===== config.mk =====
export PLATFORM = sky130hd
export DESIGN_NAME = rbb_queue
export DESIGN_NICKNAME = d
export VERILOG_FILES = /design/src/sv/rbb_pkg.sv /design/src/sv/rbb_queue.sv
export SDC_FILE = /design/constraint.sdc
export NUM_CORES = 1
export LEC_CHECK = 0
export ABC_AREA = 1
export BUFFER_PORTS_ARGS = -buffer_cell sky130_fd_sc_hd__buf_2
export CAP_MARGIN = 25
export CORE_MARGIN = 5
export CORE_UTILIZATION = 61
export DETAILED_ROUTE_END_ITERATION = 7
export PLACE_DENSITY_LB_ADDON = 0.15
export SYNTH_ARGS = -nofsm -noshare
export SYNTH_HDL_FRONTEND = slang
export SYNTH_SLANG_ARGS = --single-unit

===== constraint.sdc =====
create_clock -name clk -period 6.6 [get_ports clk]
set_input_delay 0.66 -clock clk [delete_from_list [all_inputs] [get_ports clk]]
set_output_delay 0.66 -clock clk [all_outputs]
set_load 0.005 [all_outputs]

===== src/sv/rbb_pkg.sv =====
package rbb_pkg;

  localparam int COORD_W    = 12;
  localparam int RING_W     = 4;
  localparam int PIX_W      = 24;
  localparam int SUM_W      = 16;
  localparam int LEAD_W     = 15;
  localparam int RECIP_W    = 21;
  localparam int RECIP_SHIFT = 24;

  localparam logic [1:0] REG_KERNEL = 2'd0;
  localparam logic [1:0] REG_WIDTH  = 2'd1;
  localparam logic [1:0] REG_HEIGHT = 2'd2;

  localparam logic OP_PIXEL = 1'b0;
  localparam logic OP_DRAIN = 1'b1;

  typedef struct packed {
    logic [3:0]         k;
    logic [2:0]         half;
    logic [COORD_W-1:0] width;
    logic [COORD_W-1:0] height;
    logic [LEAD_W-1:0]  lead;
  } rbb_geom_t;

  typedef struct packed {
    logic               wr;
    logic [RING_W-1:0]  wr_ring;
    logic [COORD_W-1:0] wr_col;
    logic [PIX_W-1:0]   pixel;
    logic               emit;
    logic [COORD_W-1:0] out_col;
    logic [COORD_W-1:0] out_row;
    logic [RING_W-1:0]  out_ring;
    logic               done;
  } rbb_job_t;

  function automatic logic [3:0] window_dim(input logic [1:0] sel);
    logic [3:0] k;
    unique case (sel)
      2'd0: k = 4'd3;
      2'd1: k = 4'd5;
      2'd2: k = 4'd9;
      2'd3: k = 4'd13;
      default: k = 4'd3;
    endcase
    return k;
  endfunction

  // ceil(2^24 / k^2); exact floor for every window sum of 8-bit pixels
  function automatic logic [RECIP_W-1:0] area_recip(input logic [3:0] k);
    logic [RECIP_W-1:0] r;
    unique case (k)
      4'd3:  r = 21'd1864136;
      4'd4:  r = 21'd1048576;
      4'd5:  r = 21'd671089;
      4'd6:  r = 21'd466034;
      4'd7:  r = 21'd342393;
      4'd8:  r = 21'd262144;
      4'd9:  r = 21'd207127;
      4'd10: r = 21'd167773;
      4'd11: r = 21'd138655;
      4'd12: r = 21'd116509;
      4'd13: r = 21'd99274;
      default: r = 21'd0;
    endcase
    return r;
  endfunction

endpackage


===== src/sv/rbb_queue.sv =====
module rbb_queue #(
  parameter int DEPTH = 4
) (
  input  logic              clk,
  input  logic              rst,
  input  logic              wr_en,
  input  rbb_pkg::rbb_job_t wr_job,
  output logic              full,
  input  logic              rd_en,
  output rbb_pkg::rbb_job_t rd_job,
  output logic              empty
);
  import rbb_pkg::*;

  localparam int PTR_W = (DEPTH > 1) ? $clog2(DEPTH) : 1;

  rbb_job_t         slots [DEPTH];
  logic [PTR_W-1:0] wr_ptr;
  logic [PTR_W-1:0] rd_ptr;
  logic [PTR_W:0]   count;

  assign full   = (count == (PTR_W+1)'(DEPTH));
  assign empty  = (count == '0);
  assign rd_job = slots[rd_ptr];

  always_ff @(posedge clk) begin
    if (wr_en && !full) begin
      slots[wr_ptr] <= wr_job;
    end
  end

  always_ff @(posedge clk) begin
    if (rst) begin
      wr_ptr <= '0;
      rd_ptr <= '0;
      count  <= '0;
    end else begin
      if (wr_en && !full) begin
        wr_ptr <= (wr_ptr == PTR_W'(DEPTH-1)) ? '0 : wr_ptr + 1'b1;
      end
      if (rd_en && !empty) begin
        rd_ptr <= (rd_ptr == PTR_W'(DEPTH-1)) ? '0 : rd_ptr + 1'b1;
      end
      unique case ({wr_en && !full, rd_en && !empty})
        2'b10:   count <= count + 1'b1;
        2'b01:   count <= count - 1'b1;
        default: count <= count;
      endcase
    end
  end

endmodule


==> results.yml, run 1 <==
grt:
  grt_pass1_wl_um: 34700
  grt_use_total_pct: 21.4
  grt_max_degree: 143
  grt_pass1_vias: 6870
  grt_overflow: 0
  grt_antenna_before_repair: 3
sta:
  fmax_mhz: 289
  tightest_slew_ps: 1010
  slew_headroom_pct: 32.8
  period_needed_ps: 3460
  worst_clock_skew_ps: 9.53
  finalCritPeriodShare_pct: 52.5
  grt_setup_unrepaired: "no"
  setup_viol_count_final: 0
  postLayoutSetupSlackWorst_ps: 3140
  hold_violations: 0
  maxSlewViolCount: 0
  tns_ps: 0
cts:
  cts_hold_buf: 0
  root_buffer: "clkbuf_16"
  cts_buffer_depth: 3
  clock-sinks: 293
  cts_buffers: 28
  clkSlewWorstSetupHoldPaths_ps: 60
  htreeDepth: 1
  worstSkewPairLatency_ps: 530
  cts-resized-gates: 0
  cts_tree: "done"
  post_cts_buffers: 0
placement:
  hpwl_um: 12800
  place_congestion: 0.729
  pre_cts_ws_ps: 3720
  numPortBuffers: 147
synth:
  synth_cell_types: 22
  synth_top_family_by_area: "compound AO/OA/AOI/OAI gates"
  yosys_warnings: 0
  synth-xor-area-share_pct: 0
  yosysSeqAreaShare_pct: 78.9
  syn-num-nets: 841
  synth_compound_area_share_pct: 10.7
  synth_fa_ha_area_share_pct: 0.862
  ys_seq_elements: 293
  syn_avg_cell_area_um2: 14.5
  netlist_instances: 759
  synthMuxAreaShare_pct: 0
  synth-simple-area-share_pct: 6.02
  synth_area_um2: 11000
worst_setup_path:
  required_ps: 5940
  start_kind: "register"
  cp_max_fo: 92
  critPathKind: "reg -> out"
  worstPathArrival_ps: 2800
  end_kind: "output pin"
floorplan:
  io_pins: 148
  start_util_pct: 61.6
  core_area_um2: 17900
  die_w_um: 144
  num_rows: 49
  die_area_um2: 20900
  die_h_um: 144
power:
  powerDensity_nw_per_um2: 402
  p_leak_nw: 4.58
  vdd_ir_drop_max_mv: 0.247
run:
  cap_violations: 0
drt:
  via_count: 6740
  drt_iter0_drc: 555
  routedWlPerCell_um: 20.0
  routed_wl_um: 23000
  dr.pass1.iters: 5
  drc_errors: 0
  ant_nets: 0
  viasPerCell: 5.84
status:
  status: "finished clean"
finish:
  nNetsFinal: 982
  area_growth_syn_to_layout_pct: 16.4
  nFillCells: 1187
  drive_gt1_share_pct: 22.9
min_path:
  hp-class: "in -> reg"
[cell type report]
cell class / count / area (um^2) / share of cell area (%)
tap: 229 / 287 / 2.23
timing repair buffer: 157 / 823 / 6.41
multi-input combinational: 400 / 1970 / 15.4
antenna: 3 / 7.51 / 0.0584
inverter: 20 / 80.1 / 0.623
sequential: 293 / 8710 / 67.8
clock buffer: 32 / 737 / 5.74
clock inverter: 20 / 226 / 1.76
[where the power goes]
| group | internal [mW] | total (mW) | switching [mW] | leakage [nW] |
|---|---|---|---|---|
| Combinational | 0.425 | 1.21 | 0.784 | 1.42 |
| Clock | 0.995 | 1.64 | 0.647 | 0.476 |
| Sequential | 2.24 | 2.31 | 0.0739 | 2.68 |
| Total | 3.66 | 5.16 | 1.51 | 4.58 |
[cell families (layout without fill, tap and decap cells)]
logic type | after synthesis | count (layout)
flip-flops | 293 | 293
AO/OA/AOI/OAI | 219 | 219
buffers and inverters | 66 | 229
adder cells (fa/ha/maj) | 7 | 7
other | 0 | 3
AND/OR/NAND/NOR | 174 | 174
[final timing paths]
| check | depth (start not counted) | start | end | slack [ps] |
|---|---|---|---|---|
| setup / recovery | 4 | register | rd_job[70] | 3140 |
| setup reg to reg | 5 | count[1] | slots[1][38] | 3990 |
| hold / removal | 1 | wr_job[53] | slots[1][53] | 340 |
| hold reg to reg | 2 | wr_ptr[1] | wr_ptr[1] | 550 |
[state kept, by name (all words and copies together), names as in the netlist, named ones only]
name    count
rd_ptr      2
wr_ptr      2
slots     284
count       3
[per-layer routing]
metal | track usage [%] | routed length (um) | up-vias
met5 | 0 | 41 | -
li1 | - | - | 3112
met2 | 37.5 | 11600 | 237
met4 | 6.53 | 437 | 6
met3 | 4.76 | 1810 | 42
met1 | 27.0 | 9100 | 3343
[cells in the mapped netlist]
cell	count	area share (%)
edfxtp_1	284	77
nor2_1	156	5.3
o21ai_0	129	5.9
o22ai_1	71	4.0
inv_1	18	0.61
o21ai_1	15	0.68
buf_2	14	0.64
nand2_1	14	0.48
clkbuf_1	12	0.41
buf_6	11	1.1
dfxtp_1	9	1.6
clkbuf_2	7	0.32
ha_1	6	0.68
a21oi_1	4	0.18
nand3b_1	2	0.14
buf_12	1	0.18
buf_4	1	0.068
fa_1	1	0.18
inv_2	1	0.034
inv_6	1	0.079
nand3_1	1	0.045
nand4_1	1	0.057
[metrics by stage]
step / cells / instance area, um^2 / utilization (%) / hold WS [ps] / power [mW]
after floorplan: 759 / 11000 / - / 483 / 3.09
after global placement: 1098 / 11900 / 66.2 / 495 / 3.50
after detailed placement: 1099 / 11900 / 66.3 / 519 / 3.57
after CTS: 1151 / 12800 / 71.7 / 322 / 5.20
after global routing: 1151 / 12800 / 71.7 / 326 / 5.43
final: 1154 / 12800 / 71.8 / 344 / 5.16
[worst max-delay path: stages, from the launching register on]
cell     delay [ps]
dfxtp_4         700
buf_4           800
o21ai_0         230
o22ai_1         310
buf_2           170
[cells in the final DEF (no fill, tap or decap), drive strengths merged, types with 4 or more instances in the layout]
cell and count:
a21oi 4, buf 157, bufinv 5, clkbuf 32, clkinv 13, dfxtp 9, edfxtp 284, ha 6
inv 20, nand2 14, nor2 156, o21ai 144, o22ai 71
(Power assumes the default switching activity.)
==> inputs of run 2 (changes only) <==
Settings changed: ABC_AREA 1 to 0, CORE_UTILIZATION 61 to 57.
Clock period 6.6 ns to 3.55 ns, I/O delays scaled along.
==> results.yml, run 2 <==
synth:
  synth_cell_types: 27
  synth_area_um2: 10700
  syn_avg_cell_area_um2: 25.2
  yosysSeqAreaShare_pct: 81.3
  synth_edf_count: 284
  synth_common_cells: "284 x edfxtp_1, 71 x mux4_2, 9 x dfxtp_1"
  synth_top_cell_area_share_pct: 79.6
  yosysMostFrequentCell: "edfxtp_1"
  netlist_top_cells_area: "edfxtp_1 80%, mux4_2 15%, dfxtp_1 1.7%"
  syn-num-nets: 507
  netlist_instances: 425
  yosys_warnings: 0
  synth_flop_cell: "edfxtp_1"
  ys_seq_elements: 293
  async_reset_ff_share_pct: 0
  synth.largest_area_cell: "edfxtp_1"
finish:
  top_regs: "slots: 284 flops, count: 3 flops"
  largest-register: "slots"
  layout_commonest_cell: "edfxtp_1"
  fin_util_pct: 68.8
  drive_gt1_share_pct: 45.1
  nNetsFinal: 678
  multi_input_area_um2: 1890
  regArea_um2: 8720
  nFillCells: 1164
  mostFrequentLayoutCells: "284 x edfxtp_1, 147 x buf_2, 71 x mux4_2"
  largest_reg_flops: 284
  area_growth_syn_to_layout_pct: 19.2
power:
  p_leak_nw: 4.34
  vdd_ir_drop_max_mv: 0.469
  powerDensity_nw_per_um2: 703
  p_sw_mw: 2.07
  cell_internal_pwr_mw: 6.92
  seq_power_share_pct: 48.1
  p_comb_share_pct: 17.4
  clock_power_share_pct: 34.5
  swShare_pct: 23.0
sta:
  postLayoutSetupSlackWorst_ps: 832
  slew_headroom_pct: 56.0
  hold_violations: 0
  grt_setup_unrepaired: "no"
  worst_clock_skew_ps: 10.4
  fmax_mhz: 368
  setup_viol_count_final: 0
  maxSlewViolCount: 0
  tns_ps: 0
  tightest_slew_ps: 661
  finalCritPeriodShare_pct: 76.6
  period_needed_ps: 2720
min_path:
  hold_depth: 1
  hold_path_end: "slots[3][34]"
  hp-class: "in -> reg"
  hold_start: "wr_job[34]"
worst_setup_path:
  critPathKind: "reg -> out"
  critPathSlowestCell: "dfxtp_4"
  end_kind: "output pin"
  start_kind: "register"
  rr_worst_depth: 9
  cp_max_fo: 31
  critPathTopFamily: "flip-flops"
  r2r-end: "count[2]"
  required_ps: 3190
  worstPathArrival_ps: 2360
  timing.critical_path.buf_inv: 2
  reg2reg_from: "count[2]"
  r2r_slack_ps: 960
  path_cells: "buf_4, mux4_2, buf_2"
  worst_path_largest_cell_delay_ps: 760
placement:
  pre_cts_ws_ps: 1000
  place_congestion: 0.758
  numPortBuffers: 147
  hpwl_um: 11300
drt:
  routed_wl_um: 18800
  viasPerCell: 5.68
  via_count: 4844
  drt_iter0_drc: 275
  routedWlPerCell_um: 22.0
  drc_errors: 0
  ant_nets: 0
  dr.pass1.iters: 6
cts:
  cts-resized-gates: 0
  clkSlewWorstSetupHoldPaths_ps: 60
  cts_buffers: 29
  htreeDepth: 1
  worstSkewPairLatency_ps: 520
  cts_tree: "done"
  cts_hold_buf: 0
  post_cts_buffers: 0
  cts_buffer_depth: 3
  clock-sinks: 293
  root_buffer: "clkbuf_16"
floorplan:
  core_area_um2: 18600
  die_h_um: 147
  num_rows: 50
  die_area_um2: 21600
  die_w_um: 147
  start_util_pct: 57.7
  io_pins: 148
grt:
  grt_use_total_pct: 17.6
  grt_max_degree: 40
  grt_pass1_vias: 5274
  grt_antenna_before_repair: 2
  grt_pass1_wl_um: 29400
  grt_overflow: 0
status:
  status: "finished clean"
run:
  cap_violations: 0
## run 2: cell types whose count changed after synthesis, moves of 10 or more
| cell | delta |
|---|---|
| nor2_1 | -152 |
| o21ai_0 | -128 |
| mux4_2 | +71 |
| o22ai_1 | -71 |
| o21ai_1 | -15 |
| nand2_1 | -13 |
| buf_2 | -12 |
| buf_6 | -10 |
| inv_1 | -10 |
## run 2: worst max path at each step
stage | endpoint | slack (ps) | cells past startpoint
3_3_place_gp | count[2] | 1110 | 9
4_1_cts | rd_job[37] | 710 | 3
3_5_place_dp | count[2] | 1000 | 9
2_1_floorplan | slots[0][0] | 780 | 3
6_report | rd_job[37] | 830 | 3
5_1_grt | rd_job[67] | 610 | 3
## run 2: power by group through the flow
| stage | sequential, mW | combinational [mW] | clock (mW) |
|---|---|---|---|
| finish | 4.33 | 1.56 | 3.10 |
| global route | 4.37 | 1.70 | 3.33 |
| CTS | 4.34 | 1.61 | 3.17 |
| detailed placement | 4.41 | 1.60 | 0 |
| global placement | 4.41 | 1.55 | 0 |
| floorplan | 4.29 | 1.05 | 0 |
## run 2: logic make-up (layout without fill, tap and decap cells)
| logic type | after synthesis | in the layout | synth area share (%) |
|---|---|---|---|
| buffers and inverters | 26 | 219 | 1.25 |
| XOR/XNOR | 2 | 2 | 0.164 |
| other | 0 | 1 | 0 |
| AO/OA/AOI/OAI | 8 | 8 | 0.490 |
| multiplexers | 72 | 72 | 15.0 |
| flip-flops | 293 | 293 | 81.3 |
| adder cells (fa/ha/maj) | 7 | 7 | 0.887 |
| AND/OR/NAND/NOR | 17 | 17 | 0.923 |
## run 2: worst reg2reg max path, stage by stage, from the launching register on
cell	delay, ps
dfxtp_1	400
or3b_1	510
and2_4	220
inv_1	50
ha_1	180
inv_1	70
fa_1	370
xor2_1	160
or3_2	420
a21oi_1	150
## run 2: final cells by class
type,count,area share (%)
multi-input combinational,106,14.8
sequential,293,68.2
clock buffer,35,5.86
antenna,1,0.0196
tap,234,2.29
inverter,8,0.235
clock inverter,18,1.84
timing repair buffer,158,6.76
## run 2: routing by layer
metal	vias to the layer above	wire, um	part of all wire (%)	track usage, %
met5	-	25	0.13	0
met4	4	354	1.9	4.19
met3	30	1110	5.9	4.04
met2	137	9870	52	30.7
met1	2521	7450	40	23.0
li1	2152	-	-	-
## run 2: stage by stage
step	power (mW)	std cells	area, um^2	hold slack [ps]
2_1_floorplan	5.34	425	10700	454
3_5_place_dp	6.01	799	11800	519
4_1_cts	9.12	852	12800	23.2
6_report	8.99	853	12800	47.4
5_1_grt	9.40	852	12800	25.7
3_3_place_gp	5.96	798	11800	461
