File: src/sv/rbb_pkg.sv
package rbb_pkg;

  localparam int COORD_W    = 12;
  localparam int RING_W     = 4;
  localparam int PIX_W      = 24;
  localparam int SUM_W      = 16;
  localparam int LEAD_W     = 15;
  localparam int RECIP_W    = 21;
  localparam int RECIP_SHIFT = 24;

  localparam logic [1:0] REG_KERNEL = 2'd0;
  localparam logic [1:0] REG_WIDTH  = 2'd1;
  localparam logic [1:0] REG_HEIGHT = 2'd2;

  localparam logic OP_PIXEL = 1'b0;
  localparam logic OP_DRAIN = 1'b1;

  typedef struct packed {
    logic [3:0]         k;
    logic [2:0]         half;
    logic [COORD_W-1:0] width;
    logic [COORD_W-1:0] height;
    logic [LEAD_W-1:0]  lead;
  } rbb_geom_t;

  typedef struct packed {
    logic               wr;
    logic [RING_W-1:0]  wr_ring;
    logic [COORD_W-1:0] wr_col;
    logic [PIX_W-1:0]   pixel;
    logic               emit;
    logic [COORD_W-1:0] out_col;
    logic [COORD_W-1:0] out_row;
    logic [RING_W-1:0]  out_ring;
    logic               done;
  } rbb_job_t;

  function automatic logic [3:0] window_dim(input logic [1:0] sel);
    logic [3:0] k;
    unique case (sel)
      2'd0: k = 4'd3;
      2'd1: k = 4'd5;
      2'd2: k = 4'd9;
      2'd3: k = 4'd13;
      default: k = 4'd3;
    endcase
    return k;
  endfunction

  // ceil(2^24 / k^2); exact floor for every window sum of 8-bit pixels
  function automatic logic [RECIP_W-1:0] area_recip(input logic [3:0] k);
    logic [RECIP_W-1:0] r;
    unique case (k)
      4'd3:  r = 21'd1864136;
      4'd4:  r = 21'd1048576;
      4'd5:  r = 21'd671089;
      4'd6:  r = 21'd466034;
      4'd7:  r = 21'd342393;
      4'd8:  r = 21'd262144;
      4'd9:  r = 21'd207127;
      4'd10: r = 21'd167773;
      4'd11: r = 21'd138655;
      4'd12: r = 21'd116509;
      4'd13: r = 21'd99274;
      default: r = 21'd0;
    endcase
    return r;
  endfunction

endpackage

File: src/sv/rbb_front.sv
module rbb_front #(
  parameter int RING_ROWS = 14
) (
  input  logic               clk,
  input  logic               rst,
  input  logic               restart,
  input  rbb_pkg::rbb_geom_t geom,
  input  logic               push,
  output logic               full,
  input  logic               opcode,
  input  logic [7:0]         pixel_red,
  input  logic [7:0]         pixel_green,
  input  logic [7:0]         pixel_blue,
  output logic               q_push,
  output rbb_pkg::rbb_job_t  q_job,
  input  logic               q_full
);
  import rbb_pkg::*;

  logic [COORD_W-1:0] in_col, in_row, out_col, out_row;
  logic [RING_W-1:0]  in_ring, out_ring;
  logic [LEAD_W-1:0]  seen;

  logic accept, complete, take_pixel, emit, done;

  assign full       = q_full;
  assign accept     = push && !q_full;
  assign complete   = (in_row >= geom.height);
  assign take_pixel = accept && (opcode == OP_PIXEL) && !complete;
  // pixel emits once the lead of half a window is buffered; drain emits after input ends
  assign emit = (take_pixel && (seen >= geom.lead)) ||
                (accept && (opcode == OP_DRAIN) && complete);
  assign done = (out_col == geom.width - 1'b1) && (out_row == geom.height - 1'b1);

  always_comb begin
    q_job          = '0;
    q_job.wr       = take_pixel;
    q_job.wr_ring  = in_ring;
    q_job.wr_col   = in_col;
    q_job.pixel    = {pixel_blue, pixel_green, pixel_red};
    q_job.emit     = emit;
    q_job.out_col  = out_col;
    q_job.out_row  = out_row;
    q_job.out_ring = out_ring;
    q_job.done     = done;
    q_push         = take_pixel || emit;
  end

  always_ff @(posedge clk) begin
    if (rst || restart || (emit && done)) begin
      in_col   <= '0;
      in_row   <= '0;
      in_ring  <= '0;
      out_col  <= '0;
      out_row  <= '0;
      out_ring <= '0;
      seen     <= '0;
    end else begin
      if (take_pixel) begin
        if (seen < geom.lead) begin
          seen <= seen + 1'b1;
        end
        if (in_col == geom.width - 1'b1) begin
          in_col  <= '0;
          in_row  <= in_row + 1'b1;
          in_ring <= (in_ring == RING_W'(RING_ROWS-1)) ? '0 : in_ring + 1'b1;
        end else begin
          in_col <= in_col + 1'b1;
        end
      end
      if (emit) begin
        if (out_col == geom.width - 1'b1) begin
          out_col  <= '0;
          out_row  <= out_row + 1'b1;
          out_ring <= (out_ring == RING_W'(RING_ROWS-1)) ? '0 : out_ring + 1'b1;
        end else begin
          out_col <= out_col + 1'b1;
        end
      end
    end
  end

endmodule

File: config.mk
export PLATFORM = sky130hd
export DESIGN_NAME = rbb_front
export DESIGN_NICKNAME = d
export VERILOG_FILES = /design/src/sv/rbb_pkg.sv /design/src/sv/rbb_front.sv
export SDC_FILE = /design/constraint.sdc
export NUM_CORES = 1
export LEC_CHECK = 0
export BUFFER_PORTS_ARGS = -buffer_cell sky130_fd_sc_hd__buf_2
export CAP_MARGIN = 20
export CORE_MARGIN = 4
export CORE_UTILIZATION = 30
export DETAILED_ROUTE_END_ITERATION = 7
export PLACE_DENSITY = 0.51
export SLEW_MARGIN = 30
export SYNTH_ARGS = -nofsm -noshare
export SYNTH_HDL_FRONTEND = slang
export SYNTH_SLANG_ARGS = --single-unit
File: constraint.sdc
create_clock -name clk -period 4.1 [get_ports clk]
set_clock_uncertainty 0.1 [all_clocks]
set_input_delay 0.41 -clock clk [delete_from_list [all_inputs] [get_ports clk]]
set_output_delay 0.41 -clock clk [all_outputs]
set_load 0.02 [all_outputs]
==> results of run 1 <==
## worst paths after layout
check,cells after the start,start,endpoint
setup / recovery,12,geom[27],q_job[0]
hold reg to reg,2,out_ring[2],out_ring[2]
hold / removal,2,out_ring[2],out_ring[2]
setup reg to reg,12,in_row[0],in_ring[1]
## routing by layer
layer | vias up | global-route usage | wire length (um)
li1 | 2477 | - | -
met1 | 2195 | 0.1917 | 6752
met2 | 98 | 0.2232 | 6307
met3 | 11 | 0.03269 | 770
met4 | 2 | 0.04293 | 147
met5 | - | 0 | 7
## cells by family (layout without fill, tap and decap cells)
family | after synthesis | count (layout)
AND/OR/NAND/NOR | 279 | 279
buffers and inverters | 102 | 166
AO/OA/AOI/OAI | 100 | 100
XOR/XNOR | 91 | 91
flip-flops | 71 | 71
adder cells (fa/ha/maj) | 34 | 34
multiplexers | 5 | 5
## state kept, by name, summed over array words and instances, names as in the netlist
name	cells
in_col	12
in_ring	4
in_row	12
out_col	12
out_ring	4
out_row	12
seen	15
## Yosys cell counts, types with 2 or more instances
| master | count | area (um^2) |
|---|---|---|
| sky130_fd_sc_hd__o21ai_0 | 20 | 100.1 |
| sky130_fd_sc_hd__or4_4 | 2 | 22.52 |
| sky130_fd_sc_hd__buf_2 | 8 | 40.04 |
| sky130_fd_sc_hd__nand2b_1 | 8 | 50.05 |
| sky130_fd_sc_hd__nand3_1 | 29 | 145.1 |
| sky130_fd_sc_hd__or4b_1 | 2 | 20.02 |
| sky130_fd_sc_hd__nand2_1 | 37 | 138.9 |
| sky130_fd_sc_hd__o22ai_1 | 2 | 12.51 |
| sky130_fd_sc_hd__or2_2 | 4 | 25.02 |
| sky130_fd_sc_hd__and3_1 | 15 | 93.84 |
| sky130_fd_sc_hd__mux2i_1 | 4 | 40.04 |
| sky130_fd_sc_hd__or3_1 | 14 | 87.58 |
| sky130_fd_sc_hd__dfxtp_1 | 71 | 1421 |
| sky130_fd_sc_hd__buf_6 | 3 | 33.78 |
| sky130_fd_sc_hd__a221oi_1 | 2 | 17.52 |
| sky130_fd_sc_hd__o2111ai_1 | 3 | 26.28 |
| sky130_fd_sc_hd__nor4b_1 | 2 | 17.52 |
| sky130_fd_sc_hd__a211oi_1 | 2 | 15.01 |
| sky130_fd_sc_hd__o31ai_1 | 10 | 75.07 |
| sky130_fd_sc_hd__clkbuf_1 | 16 | 60.06 |
| sky130_fd_sc_hd__buf_4 | 28 | 210.2 |
| sky130_fd_sc_hd__nand3b_1 | 6 | 45.04 |
| sky130_fd_sc_hd__xnor2_1 | 53 | 464.2 |
| sky130_fd_sc_hd__nand4_1 | 22 | 137.6 |
| sky130_fd_sc_hd__nor2b_1 | 10 | 62.56 |
| sky130_fd_sc_hd__ha_1 | 34 | 425.4 |
| sky130_fd_sc_hd__or4_1 | 7 | 52.55 |
| sky130_fd_sc_hd__and2_1 | 5 | 31.28 |
| sky130_fd_sc_hd__inv_1 | 45 | 168.9 |
| sky130_fd_sc_hd__a211o_1 | 2 | 17.52 |
| sky130_fd_sc_hd__nor3_1 | 18 | 90.09 |
| sky130_fd_sc_hd__a21oi_1 | 41 | 205.2 |
| sky130_fd_sc_hd__xor2_1 | 37 | 324.1 |
| sky130_fd_sc_hd__a31oi_1 | 5 | 31.28 |
| sky130_fd_sc_hd__nor3b_1 | 5 | 37.54 |
| sky130_fd_sc_hd__a2111oi_0 | 2 | 17.52 |
| sky130_fd_sc_hd__nand2_2 | 2 | 12.51 |
| sky130_fd_sc_hd__nor2_1 | 74 | 277.8 |
| sky130_fd_sc_hd__nor4_1 | 9 | 56.30 |
## through the flow
stage / power, mW / hold WS (ns) / util / instance area, um^2 / worst slack, ns
floorplan: 0.8408 / 0.3618 / - / 5373 / 0.8826
global placement: 0.8621 / 0.3933 / 0.3362 / 5856 / 0.3727
detailed placement: 0.8624 / 0.3960 / 0.3362 / 5856 / 0.3512
CTS: 1.730 / 0.4055 / 0.3551 / 6185 / 0.5108
global route: 1.777 / 0.4149 / 0.3552 / 6186 / 0.3351
finish: 1.702 / 0.4064 / 0.3552 / 6186 / 0.6482
## report_power, final
group | total, mW | internal [mW] | switching (mW)
Clock | 0.856 | 0.553 | 0.303
Combinational | 0.155 | 0.0623 | 0.0923
Sequential | 0.691 | 0.690 | 0.000779
## area by class of cell
cell class | count | area [um^2]
inverters | 46 | 172.7
clock inverters | 2 | 35.03
fillers | 1857 | 11230
clock buffers | 14 | 294.0
flip-flops and latches | 71 | 1421
well taps | 225 | 281.5
repair buffers | 104 | 548.0
multi-input cells | 509 | 3433
## cell usage in the layout (no fill, tap or decap), drive strengths merged, types with 6 or more instances in the layout
| master | instances |
|---|---|
| a21oi | 41 |
| and3 | 15 |
| buf | 104 |
| clkbuf | 14 |
| dfxtp | 71 |
| ha | 34 |
| inv | 45 |
| nand2 | 39 |
| nand2b | 8 |
| nand3 | 29 |
| nand3b | 6 |
| nand4 | 24 |
| nor2 | 74 |
| nor2b | 10 |
| nor3 | 19 |
| nor4 | 10 |
| o21ai | 20 |
| o31ai | 10 |
| or3 | 15 |
| or4 | 9 |
| xnor2 | 53 |
| xor2 | 37 |
## critical path: stages
cell	delay (ns)
sky130_fd_sc_hd__buf_2	0.14
sky130_fd_sc_hd__inv_1	0.06
sky130_fd_sc_hd__ha_1	0.20
sky130_fd_sc_hd__or3b_1	0.49
sky130_fd_sc_hd__buf_4	0.20
sky130_fd_sc_hd__nor3_1	0.29
sky130_fd_sc_hd__mux2_2	0.22
sky130_fd_sc_hd__o2111ai_1	0.16
sky130_fd_sc_hd__nor4_4	0.16
sky130_fd_sc_hd__buf_4	0.25
sky130_fd_sc_hd__and2_1	0.18
sky130_fd_sc_hd__buf_2	0.17
==> reports/metrics.csv, run 1 <==
stage;metric;value;unit
flow_run;max-cap-violations;0;
clock_network;cts_root_buffer;sky130_fd_sc_hd__clkbuf_16;
placed_design;place_hpwl;10960;um
routing;avgViaCountPerCell;4.926;
die;die_area;20110;um^2
final_layout;fin_nets;851;
routing;detail-route-antenna-nets;0;
sta;final-setup-viol-count;0;
die;initial_utilization;0.3085;
placed_design;finalWeightedCongestion;0.8408;
synth;synth-xor-area-share;0.1509;
worst_setup_path;cp-start-kind;primary input;
synth;synth-adder-area-share;0.07918;
synth;ys_ff_latch;71;
sta;rsz0062_at_grt;false;
sta;tightestPinTransition;0.7857;ns
routing;route.vias.total;4783;
clock_network;cts_buffers;9;
sta;final.setup.tns;0;ns
synth;synth_simple_gate_area_frac;0.2804;
synth;post_synthesis_compound_gate_area_fraction;0.1185;
die;rows;48;
pwr;cellLeakagePower;2.562;nW
sta;timing.final.hold_violations;0;
sta;layout_min_cycle_time;3.452;ns
worst_setup_path;worst-endpoint-required;3.59;ns
final_layout;antenna_cells_inserted;0;
die;floorplan.die.width;141.8;um
synth;syn_nets;792;
synth;synthesis.area;5373;um^2
routing;wl;13990;um
synth;post_synth_num_cell_types;62;
synth;synth_enable_flop_cells;0;
synth;syn_inst;682;
synth;synth.yosys.seq_area_share;0.2646;
synth;asyncSetResetFlopFracSynth;0;
worst_setup_path;critical_path_peak_fanout;12;
sta;timing.max_slew.rel_slack;0.4749;
placed_design;place.port_buffers;93;
worst_setup_path;reg2reg_setup_slack;0.71;ns
global_route;grt_util_all_layers;0.1413;
routing;dr_drc_count;0;
worst_setup_path;cp-end-kind;output port;
global_route;grt_max_degree;26;
placed_design;dpl.cell_count;955;
synth;synth_top_family_by_area;simple AND/OR/NAND/NOR gates;
pwr;power_density;275.2;nW/um^2
final_layout;syn2layout_area_growth;15.14;%
pwr;vdd.ir_drop.worst;0.2017;mV
global_route;grt_overflow;0;
synth;synth_top_flop_cell;sky130_fd_sc_hd__dfxtp_1;
worst_setup_path;worst-endpoint-arrival;2.94;ns
clock_network;clkSlewWorstSetupHoldPaths;0.05;ns
routing;detailedRoute.firstPassIterationCount;4;
final_layout;layout-drive-gt1-share;0.1836;
routing;detailedRoute.firstIterationViolations;318;
routing;avgRoutedWirePerCell;14.40;um
sta;period_share;0.8419;
synth;yosysWarnings;0;
clock_network;ctsResizeCount;0;
clock_network;holdBufCountCts;0;
sta;max_freq;0.2897;GHz
clock_network;cts_buffer_depth;2;
run_status;run_status;finished, final reports clean;
worst_setup_path;critical_path_class;primary input to output port;
clock_network;cts_num_sinks;71;
global_route;initial_antenna_violation_count;1;
hold_path;hp-class;flip-flop to flip-flop;
sta;slew_violations;0;
die;die_height;141.8;um
synth;muxShareOfSynthArea;0.009548;
clock_network;post_cts_buffers;0;
final_layout;final-instance-count-excl-fill;971;
die;core-area;17420;um^2
clock_network;cts_tree;done;
die;io_pins;149;
synth;postSynthAreaPerCell;7.878;um^2
global_route;grt_pass1_vias;4441;
clock_network;cts-htree-levels;3;
clock_network;worst_skew_pair.late_latency;0.34;ns
global_route;grt_first_pass_wirelength;22950;um
No activity file was read; power rests on OpenSTA's default activity.
==> inputs of run 2 (changes only) <==
clock period = 3.2 ns   (was 4.1 ns; I/O delays follow)
==> run 2 against run 1 <==
  * Flip-flop and latch count stayed put
  * Register-to-register slack got worse by 0.55 ns
  * Routed wire length grew 4.4%
  * Critical endpoint is now q_job[29]
  * Non-clock buffer count rose by 54
  * Total power is 32% higher
  * Design area grew 8.3%
==> reports/metrics.csv, run 2 (synthesis results as in run 1) <==
stage;metric;value;unit;change
worst_setup_path;worst-endpoint-arrival;2.68;ns;was 2.94 ns
clock_network;cts_buffer_depth;2;;unchanged
global_route;initial_antenna_violation_count;1;;unchanged
die;die_area;20110;um^2;unchanged
die;die_height;141.8;um;unchanged
placed_design;area_of_placed_instances;6248;um^2;was 5856 um^2
sta;period_share;0.9675;;
sta;fin_hold_ws;0.4132;ns;was 0.4064 ns
pwr;power_density;335.0;nW/um^2;was 275.2 nW/um^2
final_layout;finalCoreUtilization;0.3846;;was 0.3552
final_layout;fin_area;6699;um^2;was 6186 um^2
global_route;grt_first_pass_wirelength;23960;um;was 22950 um
final_layout;sequential_cell_area;1421;um^2;unchanged
routing;avgViaCountPerCell;4.830;;was 4.926
sta;slew_violations;0;;unchanged
sta;max_freq;0.3230;GHz;
placed_design;place.port_buffers;93;;unchanged
pwr;cellLeakagePower;2.838;nW;was 2.562 nW
die;floorplan.die.width;141.8;um;unchanged
clock_network;cts_num_sinks;71;;unchanged
run_status;run_status;finished, final reports clean;;unchanged
routing;avgRoutedWirePerCell;14.24;um;was 14.40 um
routing;detailedRoute.firstPassIterationCount;4;;unchanged
sta;timing.final.hold_violations;0;;unchanged
worst_setup_path;cp-start-kind;flip-flop;;was primary input
final_layout;final_cell_mix;sky130_fd_sc_hd__buf_2 (91), sky130_fd_sc_hd__nor2_1 (74), sky130_fd_sc_hd__dfxtp_1 (71), sky130_fd_sc_hd__buf_4 (65), sky130_fd_sc_hd__xnor2_1 (53);;was sky130_fd_sc_hd__buf_2 (93), sky130_fd_sc_hd__nor2_1 (74), sky130_fd_sc_hd__dfxtp_1 (71), sky130_fd_sc_hd__xnor2_1 (53), sky130_fd_sc_hd__inv_1 (45)
placed_design;finalWeightedCongestion;0.8211;;was 0.8408
final_layout;final-instance-count-excl-fill;1025;;was 971
final_layout;layout.cells.most_common;sky130_fd_sc_hd__buf_2;;unchanged
worst_setup_path;critical_path_peak_fanout;3;;was 12
final_layout;fin_nets;905;;was 851
worst_setup_path;startpoint;in_row[0];;was geom[27]
final_layout;layout-drive-gt1-share;0.2488;;was 0.1836
worst_setup_path;reg2reg_setup_slack;0.16;ns;was 0.71 ns
pwr;totalPowerFinal;2.244;mW;was 1.702 mW
final_layout;max_flop_register;seen;;unchanged
worst_setup_path;critical_path.slowest_cell;sky130_fd_sc_hd__a2111oi_4;;was sky130_fd_sc_hd__or3b_1
routing;dr_drc_count;0;;unchanged
global_route;grt_max_degree;17;;was 26
routing;detailedRoute.firstIterationViolations;238;;was 318
die;core-area;17420;um^2;unchanged
clock_network;cts_tree;done;;unchanged
pwr;vdd.ir_drop.worst;0.2279;mV;was 0.2017 mV
worst_setup_path;worstReg2RegStart;in_row[0];;unchanged
hold_path;launch_instance_of_the_worst_min_delay_path;in_row[10];;was out_ring[2]
hold_path;hp-class;flip-flop to flip-flop;;unchanged
sta;layout_min_cycle_time;3.096;ns;
flow_run;max-cap-violations;0;;unchanged
sta;timing.max_slew.rel_slack;0.6269;;was 0.4749
global_route;grt_util_all_layers;0.1471;;was 0.1413
worst_setup_path;critical_path.top_delay_family;compound AO/OA/AOI/OAI gates;;was simple AND/OR/NAND/NOR gates
clock_network;clkSlewWorstSetupHoldPaths;0.06;ns;was 0.05 ns
clock_network;holdBufCountCts;0;;unchanged
die;rows;48;;unchanged
global_route;grt_pass1_vias;4737;;was 4441
routing;route.vias.total;4951;;was 4783
final_layout;syn2layout_area_growth;24.69;%;was 15.14%
final_layout;fillCellCount;1860;;was 1857
die;io_pins;149;;unchanged
worst_setup_path;worst-endpoint-required;2.78;ns;was 3.59 ns
final_layout;antenna_cells_inserted;0;;unchanged
routing;wl;14600;um;was 13990 um
sta;final-setup-viol-count;0;;unchanged
clock_network;cts_buffers;9;;unchanged
clock_network;worst_skew_pair.late_latency;0.34;ns;about the same
routing;detail-route-antenna-nets;0;;unchanged
placed_design;dpl.cell_count;1004;;was 955
final_layout;multi_input_area;3515;um^2;was 3433 um^2
worst_setup_path;slowest_delay;0.36;ns;was 0.49 ns
placed_design;place_hpwl;11460;um;was 10960 um
worst_setup_path;timing.critical_path.buf_inv;5;;unchanged
final_layout;largest_register_ff_count;15;;unchanged
sta;tightestPinTransition;0.5584;ns;was 0.7857 ns
die;initial_utilization;0.3085;;unchanged
clock_network;cts-htree-levels;3;;unchanged
worst_setup_path;cp-end-kind;output port;;unchanged
global_route;grt_overflow;0;;unchanged
worst_setup_path;cp_cell_sequence;inv_1 > ha_1 > nand2b_4 > a2111oi_4 > a2111oi_4 > buf_4 > o311a_1 > a31oi_2 > inv_2 > buf_4 > buf_2;;was buf_2 > inv_1 > ha_1 > or3b_1 > buf_4 > nor3_1 > mux2_2 > o2111ai_1 > nor4_4 > buf_4 > and2_1 > buf_2
worst_setup_path;critical_path_class;flip-flop to output port;;was primary input to output port
clock_network;cts_root_buffer;sky130_fd_sc_hd__clkbuf_16;;unchanged
## run 2: routing by layer
| layer | vias to the layer above | GRT usage | part of all wire |
|---|---|---|---|
| met5 | - | 0 | 0.00048 |
| met4 | 2 | 0.03838 | 0.012 |
| met3 | 18 | 0.03842 | 0.055 |
| met2 | 92 | 0.2336 | 0.45 |
| met1 | 2266 | 0.1985 | 0.48 |
| li1 | 2573 | - | - |
## run 2: worst paths after layout
check / to / cells past startpoint
worst max-delay path: q_job[29] / 11
worst min-delay path: in_row[10] / 2
worst max register to register: out_row[10] / 13
worst min register to register: in_row[10] / 2
## run 2: repair_timing
action,4_1_cts,5_1_grt
pin swaps,1,3
gates resized for setup,8,10
setup endpoints to repair,3,43
setup buffers,1,4
## run 2: where the power goes
group	switching, mW	internal [mW]
clock network	0.392	0.725
registers	0.00103	0.885
logic	0.130	0.112
total	0.522	1.72
## run 2: through the flow
step | setup TNS, ns | worst slack, ns
2_1_floorplan | 0 | 0.07257
3_3_place_gp | -4.528 | -0.1076
3_5_place_dp | -1.663 | -0.1460
4_1_cts | 0 | 0.01909
5_1_grt | -0.1713 | -0.04350
6_report | 0 | 0.1040
## run 2: layout make-up
type	count	area share
Tap cell	225	0.04202
Multi-Input combinational cell	509	0.5247
Sequential cell	71	0.2122
Clock inverter	3	0.009712
Timing Repair Buffer	158	0.1468
Inverter	46	0.02578
Clock buffer	13	0.03885
## run 2: worst reg2reg max path, cell delays in order, from the launching register on
cell and delay (ns):
sky130_fd_sc_hd__dfxtp_1 0.32, sky130_fd_sc_hd__inv_1 0.07, sky130_fd_sc_hd__ha_1 0.28, sky130_fd_sc_hd__nand2b_4 0.15, sky130_fd_sc_hd__a2111oi_4 0.36, sky130_fd_sc_hd__a2111oi_4 0.07
sky130_fd_sc_hd__nor4_2 0.34, sky130_fd_sc_hd__buf_4 0.16, sky130_fd_sc_hd__a31oi_2 0.10, sky130_fd_sc_hd__inv_2 0.13, sky130_fd_sc_hd__buf_4 0.17, sky130_fd_sc_hd__nand4_4 0.14
sky130_fd_sc_hd__or4_1 0.44, sky130_fd_sc_hd__a21oi_2 0.15
